`src/design/pfba_pkg.sv`:
```
// Shared types and constants for the physical frame bitmap allocator.
// Used by pfba_bitmap_ram, pfba_ctrl and physical_frame_bitmap_allocator.
package pfba_pkg;

  localparam int NUM_FRAMES        = 65536;
  localparam int FIRST_SEARCH_WORD = 1;

  localparam int WORD_W      = 32;
  localparam int BIT_W       = $clog2(WORD_W);
  localparam int WORD_COUNT  = NUM_FRAMES / WORD_W;
  localparam int FRAME_LIMIT = WORD_COUNT * WORD_W;
  localparam int WADDR_W     = $clog2(WORD_COUNT);
  localparam int HINT_W      = $clog2(WORD_COUNT + 1);
  localparam int CNT_W       = $clog2(NUM_FRAMES + 1);

  localparam int CMD_W    = 2;
  localparam int FRAME_W  = 16;
  localparam int STATUS_W = 2;
  localparam int USED_W   = 17;

  localparam logic [WORD_W-1:0] FULL_WORD = 32'hFFFF_FFFF;

  typedef enum logic [CMD_W-1:0] {
    CMD_ALLOC     = 2'd0,
    CMD_MARK_USED = 2'd1,
    CMD_MARK_FREE = 2'd2
  } cmd_t;

  typedef enum logic [STATUS_W-1:0] {
    ST_DONE    = 2'd0,
    ST_NO_FREE = 2'd1,
    ST_RANGE   = 2'd2
  } status_t;

  typedef enum logic [2:0] {
    S_CLEAR,
    S_IDLE,
    S_SCAN,
    S_MARK,
    S_REPORT
  } state_t;

  typedef struct packed {
    logic [FRAME_W-1:0] frame;
    status_t            status;
    logic [CNT_W-1:0]   count;
  } result_t;

endpackage

```
`src/design/pfba_ctrl.sv`:
```
// Command sequencer: clearing pass, word scan for allocate, read-modify-write
// for the mark commands, search hint and allocation count. Uses pfba_pkg.
module pfba_ctrl import pfba_pkg::*; (
  input  logic               clk,
  input  logic               rst,
  input  logic               in_valid,
  output logic               in_stall,
  input  logic [CMD_W-1:0]   cmd,
  input  logic [FRAME_W-1:0] frame,
  output logic               res_valid,
  input  logic               out_free,
  output result_t            res,
  output logic               wr_en,
  output logic [WADDR_W-1:0] wr_addr,
  output logic [WORD_W-1:0]  wr_data,
  output logic               rd_en,
  output logic [WADDR_W-1:0] rd_addr,
  input  logic [WORD_W-1:0]  rd_data
);

  state_t             state, state_next;
  logic [WADDR_W-1:0] clr_addr, clr_addr_next;
  logic [WADDR_W-1:0] waddr, waddr_next;
  logic [HINT_W-1:0]  hint, hint_next;
  logic [CNT_W-1:0]   count, count_next;
  logic               is_free, is_free_next;
  logic [FRAME_W-1:0] res_frame, res_frame_next;
  status_t            res_status, res_status_next;

  logic [WADDR_W-1:0] frame_word;
  logic               frame_in_range;
  logic [BIT_W-1:0]   zero_bit;
  logic [WORD_W-1:0]  bit_mask;

  // Lowest clear bit of a word that is known not to be full.
  function automatic logic [BIT_W-1:0] lowest_zero(input logic [WORD_W-1:0] w);
    logic [BIT_W-1:0] idx;
    idx = '0;
    for (int b = WORD_W - 1; b >= 0; b--) begin
      if (!w[b]) begin
        idx = BIT_W'(b);
      end
    end
    return idx;
  endfunction

  assign frame_word     = WADDR_W'(frame >> BIT_W);
  assign frame_in_range = {16'd0, frame} < 32'(FRAME_LIMIT);
  assign zero_bit       = lowest_zero(rd_data);
  assign bit_mask       = {{(WORD_W-1){1'b0}}, 1'b1} << res_frame[BIT_W-1:0];

  assign res.frame  = res_frame;
  assign res.status = res_status;
  assign res.count  = count;

  always_ff @(posedge clk) begin
    if (rst) begin
      state    <= S_CLEAR;
      clr_addr <= '0;
      hint     <= HINT_W'(FIRST_SEARCH_WORD);
      count    <= '0;
    end else begin
      state    <= state_next;
      clr_addr <= clr_addr_next;
      hint     <= hint_next;
      count    <= count_next;
    end
  end

  always_ff @(posedge clk) begin
    waddr      <= waddr_next;
    is_free    <= is_free_next;
    res_frame  <= res_frame_next;
    res_status <= res_status_next;
  end

  always_comb begin
    state_next      = state;
    clr_addr_next   = clr_addr;
    waddr_next      = waddr;
    hint_next       = hint;
    count_next      = count;
    is_free_next    = is_free;
    res_frame_next  = res_frame;
    res_status_next = res_status;
    in_stall        = 1'b1;
    res_valid       = 1'b0;
    wr_en           = 1'b0;
    wr_addr         = waddr;
    wr_data         = rd_data;
    rd_en           = 1'b0;
    rd_addr         = waddr;

    unique case (state)
      S_CLEAR: begin
        wr_en         = 1'b1;
        wr_addr       = clr_addr;
        wr_data       = '0;
        clr_addr_next = clr_addr + 1'b1;
        if (clr_addr == WADDR_W'(WORD_COUNT - 1)) begin
          state_next = S_IDLE;
        end
      end

      S_IDLE: begin
        in_stall = 1'b0;
        if (in_valid) begin
          res_frame_next  = frame;
          res_status_next = ST_DONE;
          is_free_next    = (cmd == CMD_MARK_FREE);
          unique case (cmd_t'(cmd))
            CMD_ALLOC: begin
              if (hint == HINT_W'(WORD_COUNT)) begin
                res_frame_next  = '0;
                res_status_next = ST_NO_FREE;
                state_next      = S_REPORT;
              end else begin
                waddr_next = WADDR_W'(hint);
                rd_en      = 1'b1;
                rd_addr    = WADDR_W'(hint);
                state_next = S_SCAN;
              end
            end
            CMD_MARK_USED, CMD_MARK_FREE: begin
              if (!frame_in_range) begin
                res_status_next = ST_RANGE;
                state_next      = S_REPORT;
              end else begin
                waddr_next = frame_word;
                rd_en      = 1'b1;
                rd_addr    = frame_word;
                state_next = S_MARK;
              end
            end
            default: begin
              state_next = S_REPORT;
            end
          endcase
        end
      end

      S_SCAN: begin
        if (rd_data != FULL_WORD) begin
          wr_en          = 1'b1;
          wr_data        = rd_data | ({{(WORD_W-1){1'b0}}, 1'b1} << zero_bit);
          hint_next      = HINT_W'(waddr);
          res_frame_next = FRAME_W'({waddr, zero_bit});
          if (count < CNT_W'(NUM_FRAMES)) begin
            count_next = count + 1'b1;
          end
          state_next = S_REPORT;
        end else if (waddr == WADDR_W'(WORD_COUNT - 1)) begin
          hint_next       = HINT_W'(WORD_COUNT);
          res_frame_next  = '0;
          res_status_next = ST_NO_FREE;
          state_next      = S_REPORT;
        end else begin
          waddr_next = waddr + 1'b1;
          rd_en      = 1'b1;
          rd_addr    = waddr + 1'b1;
        end
      end

      S_MARK: begin
        wr_en = 1'b1;
        if (is_free) begin
          wr_data = rd_data & ~bit_mask;
          if (count != '0) begin
            count_next = count - 1'b1;
          end
          // A freed frame in the searched range may lie below the hint.
          if ({1'b0, waddr} >= HINT_W'(FIRST_SEARCH_WORD) && HINT_W'(waddr) < hint) begin
            hint_next = HINT_W'(waddr);
          end
        end else begin
          wr_data = rd_data | bit_mask;
          if (count < CNT_W'(NUM_FRAMES)) begin
            count_next = count + 1'b1;
          end
        end
        state_next = S_REPORT;
      end

      S_REPORT: begin
        res_valid = 1'b1;
        if (out_free) begin
          state_next = S_IDLE;
        end
      end

      default: begin
        state_next = S_IDLE;
      end
    endcase
  end

endmodule

```
`config.mk`:
```
export PLATFORM = sky130hd
export DESIGN_NAME = pfba_ctrl
export DESIGN_NICKNAME = d
export VERILOG_FILES = /design/src/design/pfba_pkg.sv /design/src/design/pfba_ctrl.sv
export SDC_FILE = /design/constraint.sdc
export NUM_CORES = 1
export LEC_CHECK = 0
export BUFFER_PORTS_ARGS = -buffer_cell sky130_fd_sc_hd__buf_2
export CAP_MARGIN = 20
export CORE_ASPECT_RATIO = 1.25
export CORE_MARGIN = 5
export CORE_UTILIZATION = 57
export CTS_BUF_LIST = sky130_fd_sc_hd__clkbuf_16
export DETAILED_ROUTE_END_ITERATION = 6
export PLACE_DENSITY_LB_ADDON = 0.15
export SYNTH_ARGS = -nofsm -noshare
export SYNTH_HDL_FRONTEND = slang
export SYNTH_SLANG_ARGS = --single-unit
```
`constraint.sdc`:
```
create_clock -name clk -period 8 [get_ports clk]
set_clock_uncertainty 0.05 [all_clocks]
set_input_delay 1.2 -clock clk [delete_from_list [all_inputs] [get_ports clk]]
set_output_delay 1.2 -clock clk [all_outputs]
set_load 0.02 [all_outputs]
```
---- Word-level counts from Yosys, hierarchy flattened ----
Index checks and enable logic that the tools add are counted.
operators by class
  $add $sub $neg .......................... 4
  magnitude comparators ................... 3
  eq/ne operators ......................... 20
  shift-type cells ........................ 2
  multiplexer cells ....................... 82
  bitwise operators ....................... 4
  reduce and logical (&&, ||, !) cells .... 14
operators with widths
  kind                                                 count
  2-to-1 mux 5 bit                                     32
  case mux 32 bit (3 select lines)                     1
  2-to-1 mux 16 bit                                    5
  2-to-1 mux 17 bit                                    4
  2-to-1 mux 32 bit                                    2
  OR 32 bit                                            2
  << shifter 1 x 5 -> 32 bit (first input constant)    2
  2-to-1 mux 11 bit                                    5
  2-to-1 mux 12 bit                                    4
  case mux 11 bit (2 select lines)                     2
  case mux 17 bit (2 select lines)                     1
  AND 32 bit                                           1
  inequality test 32 bit (second input constant)       1
  inverter 32 bit                                      1
  case mux 16 bit (2 select lines)                     1
  case mux 12 bit (2 select lines)                     1
  adder 11 x 1 -> 11 bit (second input constant)       2
  == test 11 bit (second input constant)               2
  2-to-1 mux 3 bit                                     6
  adder 17 x 1 -> 17 bit (second input constant)       1
  < comparator 17 bit (second input constant)          1
  nonzero test 17 bit                                  1
  subtractor 17 x 1 -> 17 bit (second input constant)  1
  inequality test 2 bit (second input constant)        8
  other kinds (23)                                     42
storage, ports and cells
  flip-flop bits (word level) ............. 73
  input port bits ......................... 54
  output and inout bits ................... 93

---- Logic depth before layout (Yosys ltp) ----
  depth after elaboration ................. 36
  mapped depth ............................ 10
  gate-level depth less buffers ........... 8

---- Least setup slack after synthesis ----
No wires, ideal clock.
  path kind ............................... input-to-output
  start point ............................. input port rd_data[31]
  end point ............................... output port wr_data[17]
  arrival time ............................ 3.406 ns
  data required time ...................... 6.750 ns
  slack ................................... 3.344 ns
  stages on the path ...................... 7
  path through ............................ nand4_1 nor2b_1 o31a_1 o21a_1 buf_2 or4_1 o41ai_1
between the ends
  word-level cells in the longest chain between the ends .. 36
  elaborated cells between the ends (all ways) .. 37
  classes of those cells .................. eq/ne (1); shift (1); mux (34); bitwise (1)
RTL lines
  element                             line              text
  from (decl)                         pfba_ctrl.sv:18   input logic [WORD_W-1:0] rd_data
  2-to-1 mux 5 bit (32 in a row)      pfba_ctrl.sv:40   if (!w[b]) begin
  << shifter 1 x 5 -> 32 bit          pfba_ctrl.sv:145  wr_data = rd_data | ({{(WORD_W-1){1'b0}}, 1'b1} << zero_bit);
  OR 32 bit                           pfba_ctrl.sv:145
  2-to-1 mux 32 bit *                 pfba_ctrl.sv:143  if (rd_data != FULL_WORD) begin
  case mux 32 bit (3 select lines) *  pfba_ctrl.sv:94   unique case (state)
  to (decl)                           pfba_ctrl.sv:15   output logic [WORD_W-1:0] wr_data,
Mark *: on every way between the ends. The rest lies on a longest branch, timed or not.

---- Worst setup path after layout ----
  start point ............................. input port rd_data[16]
  end point ............................... output port rd_addr[1]
between the ends
  word-level cells in the longest chain between the ends .. 3
RTL lines
  element                           line              text
  inequality test 32 bit            pfba_ctrl.sv:143
  2-to-1 mux 11 bit                 pfba_ctrl.sv:143
  case mux 11 bit (2 select lines)  pfba_ctrl.sv:94
  to (decl)                         pfba_ctrl.sv:17   output logic [WADDR_W-1:0] rd_addr,
No other way between the ends.

==> impl_metrics.tcl <==
set metrics [dict create \
    outcome "finished clean" \
    dp_hpwl_microns 17100 \
    overflow 0 \
    portBuffers 145 \
    synth_top_flop_cell "dfxtp_1" \
    synthCells 853 \
    die_x_microns 104 \
    wirelength_microns 23200 \
    max_freq_ghz 0.197 \
    start_util 0.585 \
    power.leakage_nw 3.03 \
    yosys.area_share.simple 0.295 \
    period_share 0.635 \
    drive_gt1_frac 0.205 \
    slew_headroom 0.214 \
    dr.first_iter.drc_count 997 \
    die_h_microns 127 \
    wl_per_cell_microns 21.1 \
    cts.repair.resized 0 \
    synthAdderAreaFrac 0.0381 \
    fin_tns_setup_ps 0 \
    ir_worst_vdd_v 0.000162 \
    io-pin-count 147 \
    htreeDepth 3 \
    synth_area_sq_mm 0.00624 \
    yosys.cell_types.count 77 \
    setup_viol 0 \
    cap_violations 0 \
    critPathMaxFanout 13 \
    hold_viol_final 0 \
    die_area_sq_mm 0.0131 \
    grt_usage 0.336 \
    synth_fp_nets 926 \
    place_area_sq_mm 0.00695 \
    synthTopCellsByArea "dfxtp_1, edfxtp_1, a21oi_1" \
    grt_pass1_vias 6858 \
    hp-class "flip-flop to flip-flop" \
    synth_seq_cells 72 \
    clockBufferDepth 2 \
    rsz0062_at_grt "false" \
    finalNetCount 1034 \
    arrival_ps 3830 \
    yosys.area.top_type "dfxtp_1" \
    clock_latency_ps 350 \
    fin_crit_ps 5080 \
    synthTopCellsByCount "nand2_1, a21oi_1, o21ai_0" \
    slew_violations 0 \
    p_per_area_mw_per_mm2 137 \
    cp-end-kind "primary output" \
    fin_ws_ps 2920 \
    synth_edf_count 18 \
    antenna_cells 0 \
    synth-xor-area-share 0.0267 \
    numCtsBuffers 9 \
    cts_sinks 72 \
    whs_ps 446 \
    vias 7546 \
    holdCritStartpoint "hint[9]" \
    crit_type "input port to primary output" \
    rrSetupSlack_ps 4590 \
    synth.mux.area_fraction 0.0427 \
    rows 42 \
    async_reset_ff_frac 0 \
    synth-seq-area-share 0.260 \
    reg2reg_depth 5 \
    postCtsSetupBuffers 0 \
    yosysTopAreaCellShare 0.173 \
    drt_pass1_iterations 6 \
    p_total_mw 0.989 \
    timing.rr.start "state[1]" \
    ant_nets 0 \
    synth_top_family_by_area "simple AND/OR/NAND/NOR gates" \
    final_cell_area_sq_mm 0.00724 \
    final_cells 1098 \
    tightest_slew_ps 1170 \
    area_growth_pct 16.1 \
    placedCellCount 1081 \
    clk_pin_slew_ps 60 \
    synth.most_common_cell "nand2_1" \
    synth_compound_area_frac 0.279 \
    hold_depth 2 \
    cts_hold_buf 0 \
    cts_tree "done" \
    r2r-end "waddr[7]" \
    design.core.area_sq_mm 0.0107 \
    post-route-util 0.679 \
    drc 0 \
    cts_root_buffer "clkbuf_16" \
    cp-start-kind "input port" \
    hold_end "hint[9]" \
    vias_per_cell 6.87 \
    antenna_found_initial 1 \
    required_ps 6750 \
    place_ws_ps 3000 \
    gp_congestion 1.06 \
    yosysWarningCount 0 \
    grt_pass1_wl_microns 36500 \
    syn_avg_cell_area_sq_um 7.31 \
    grt_max_degree 50 \
]
[placed cells by master (no fill, tap or decap), drive strengths merged, types with 18 or more instances in the layout]
master,Yosys,final
a22oi,21,21
edfxtp,18,18
buf,12,151
ha,19,19
dfxtp,54,54
o21ai,72,72
nand4,25,25
a21oi,71,71
nor2,66,66
nand3,39,39
nand2,92,92
inv,34,38
nand2b,25,25
[kinds of logic (layout without fill, tap and decap cells)]
group / count (synthesis) / count (layout)
compound gates: 274 / 274
flops: 72 / 72
mux: 25 / 25
other cells: 1 / 1
simple gates: 353 / 353
buf+inv: 90 / 203
fa+ha+maj: 19 / 19
xor+xnor: 19 / 19
[layout make-up]
cell class	instances	area [sq um]
Fill cell	973	3430
Inverter	36	135
Clock inverter	7	61.3
Tap cell	132	165
Timing Repair Buffer	151	771
Clock buffer	9	225
Multi-Input combinational cell	691	4260
Sequential cell	72	1620
[critical path: stages]
cell	delay, ps
buf_2	160
nand4_1	300
or4_1	720
nor3_2	710
nor2_1	160
or2_0	240
a21o_1	190
buf_2	150
[where the power goes]
| group | internal, mW | total, mW | leakage (nW) | switching, mW |
|---|---|---|---|---|
| clock | 0.216 | 0.395 | 0.135 | 0.179 |
| combinational | 0.0646 | 0.167 | 2.30 | 0.102 |
| sequential | 0.385 | 0.427 | 0.599 | 0.0422 |
[routing by layer]
layer / vias up / global-route usage / share of wire
li1: 3411 / - / -
met1: 3417 / 0.441 / 0.38
met2: 590 / 0.524 / 0.45
met3: 126 / 0.0777 / 0.12
met4: 2 / 0.156 / 0.048
met5: - / 0 / 0.00047
[worst max path at each step]
stage | startpoint | end
finish | rd_data[16] | rd_addr[1]
global route | rd_data[15] | rd_addr[1]
CTS | rd_data[15] | rd_addr[1]
detailed placement | rd_data[15] | rd_addr[1]
global placement | rd_data[15] | rd_addr[1]
floorplan | rd_data[31] | wr_data[17]
[flip-flops by register name (all words and copies together), names as in the netlist]
register / cells
clr_addr: 11
state: 3
res_status: 1
res_frame: 16
count: 17
is_free: 1
waddr: 11
hint: 12
Power figures use the tool's default switching activity.
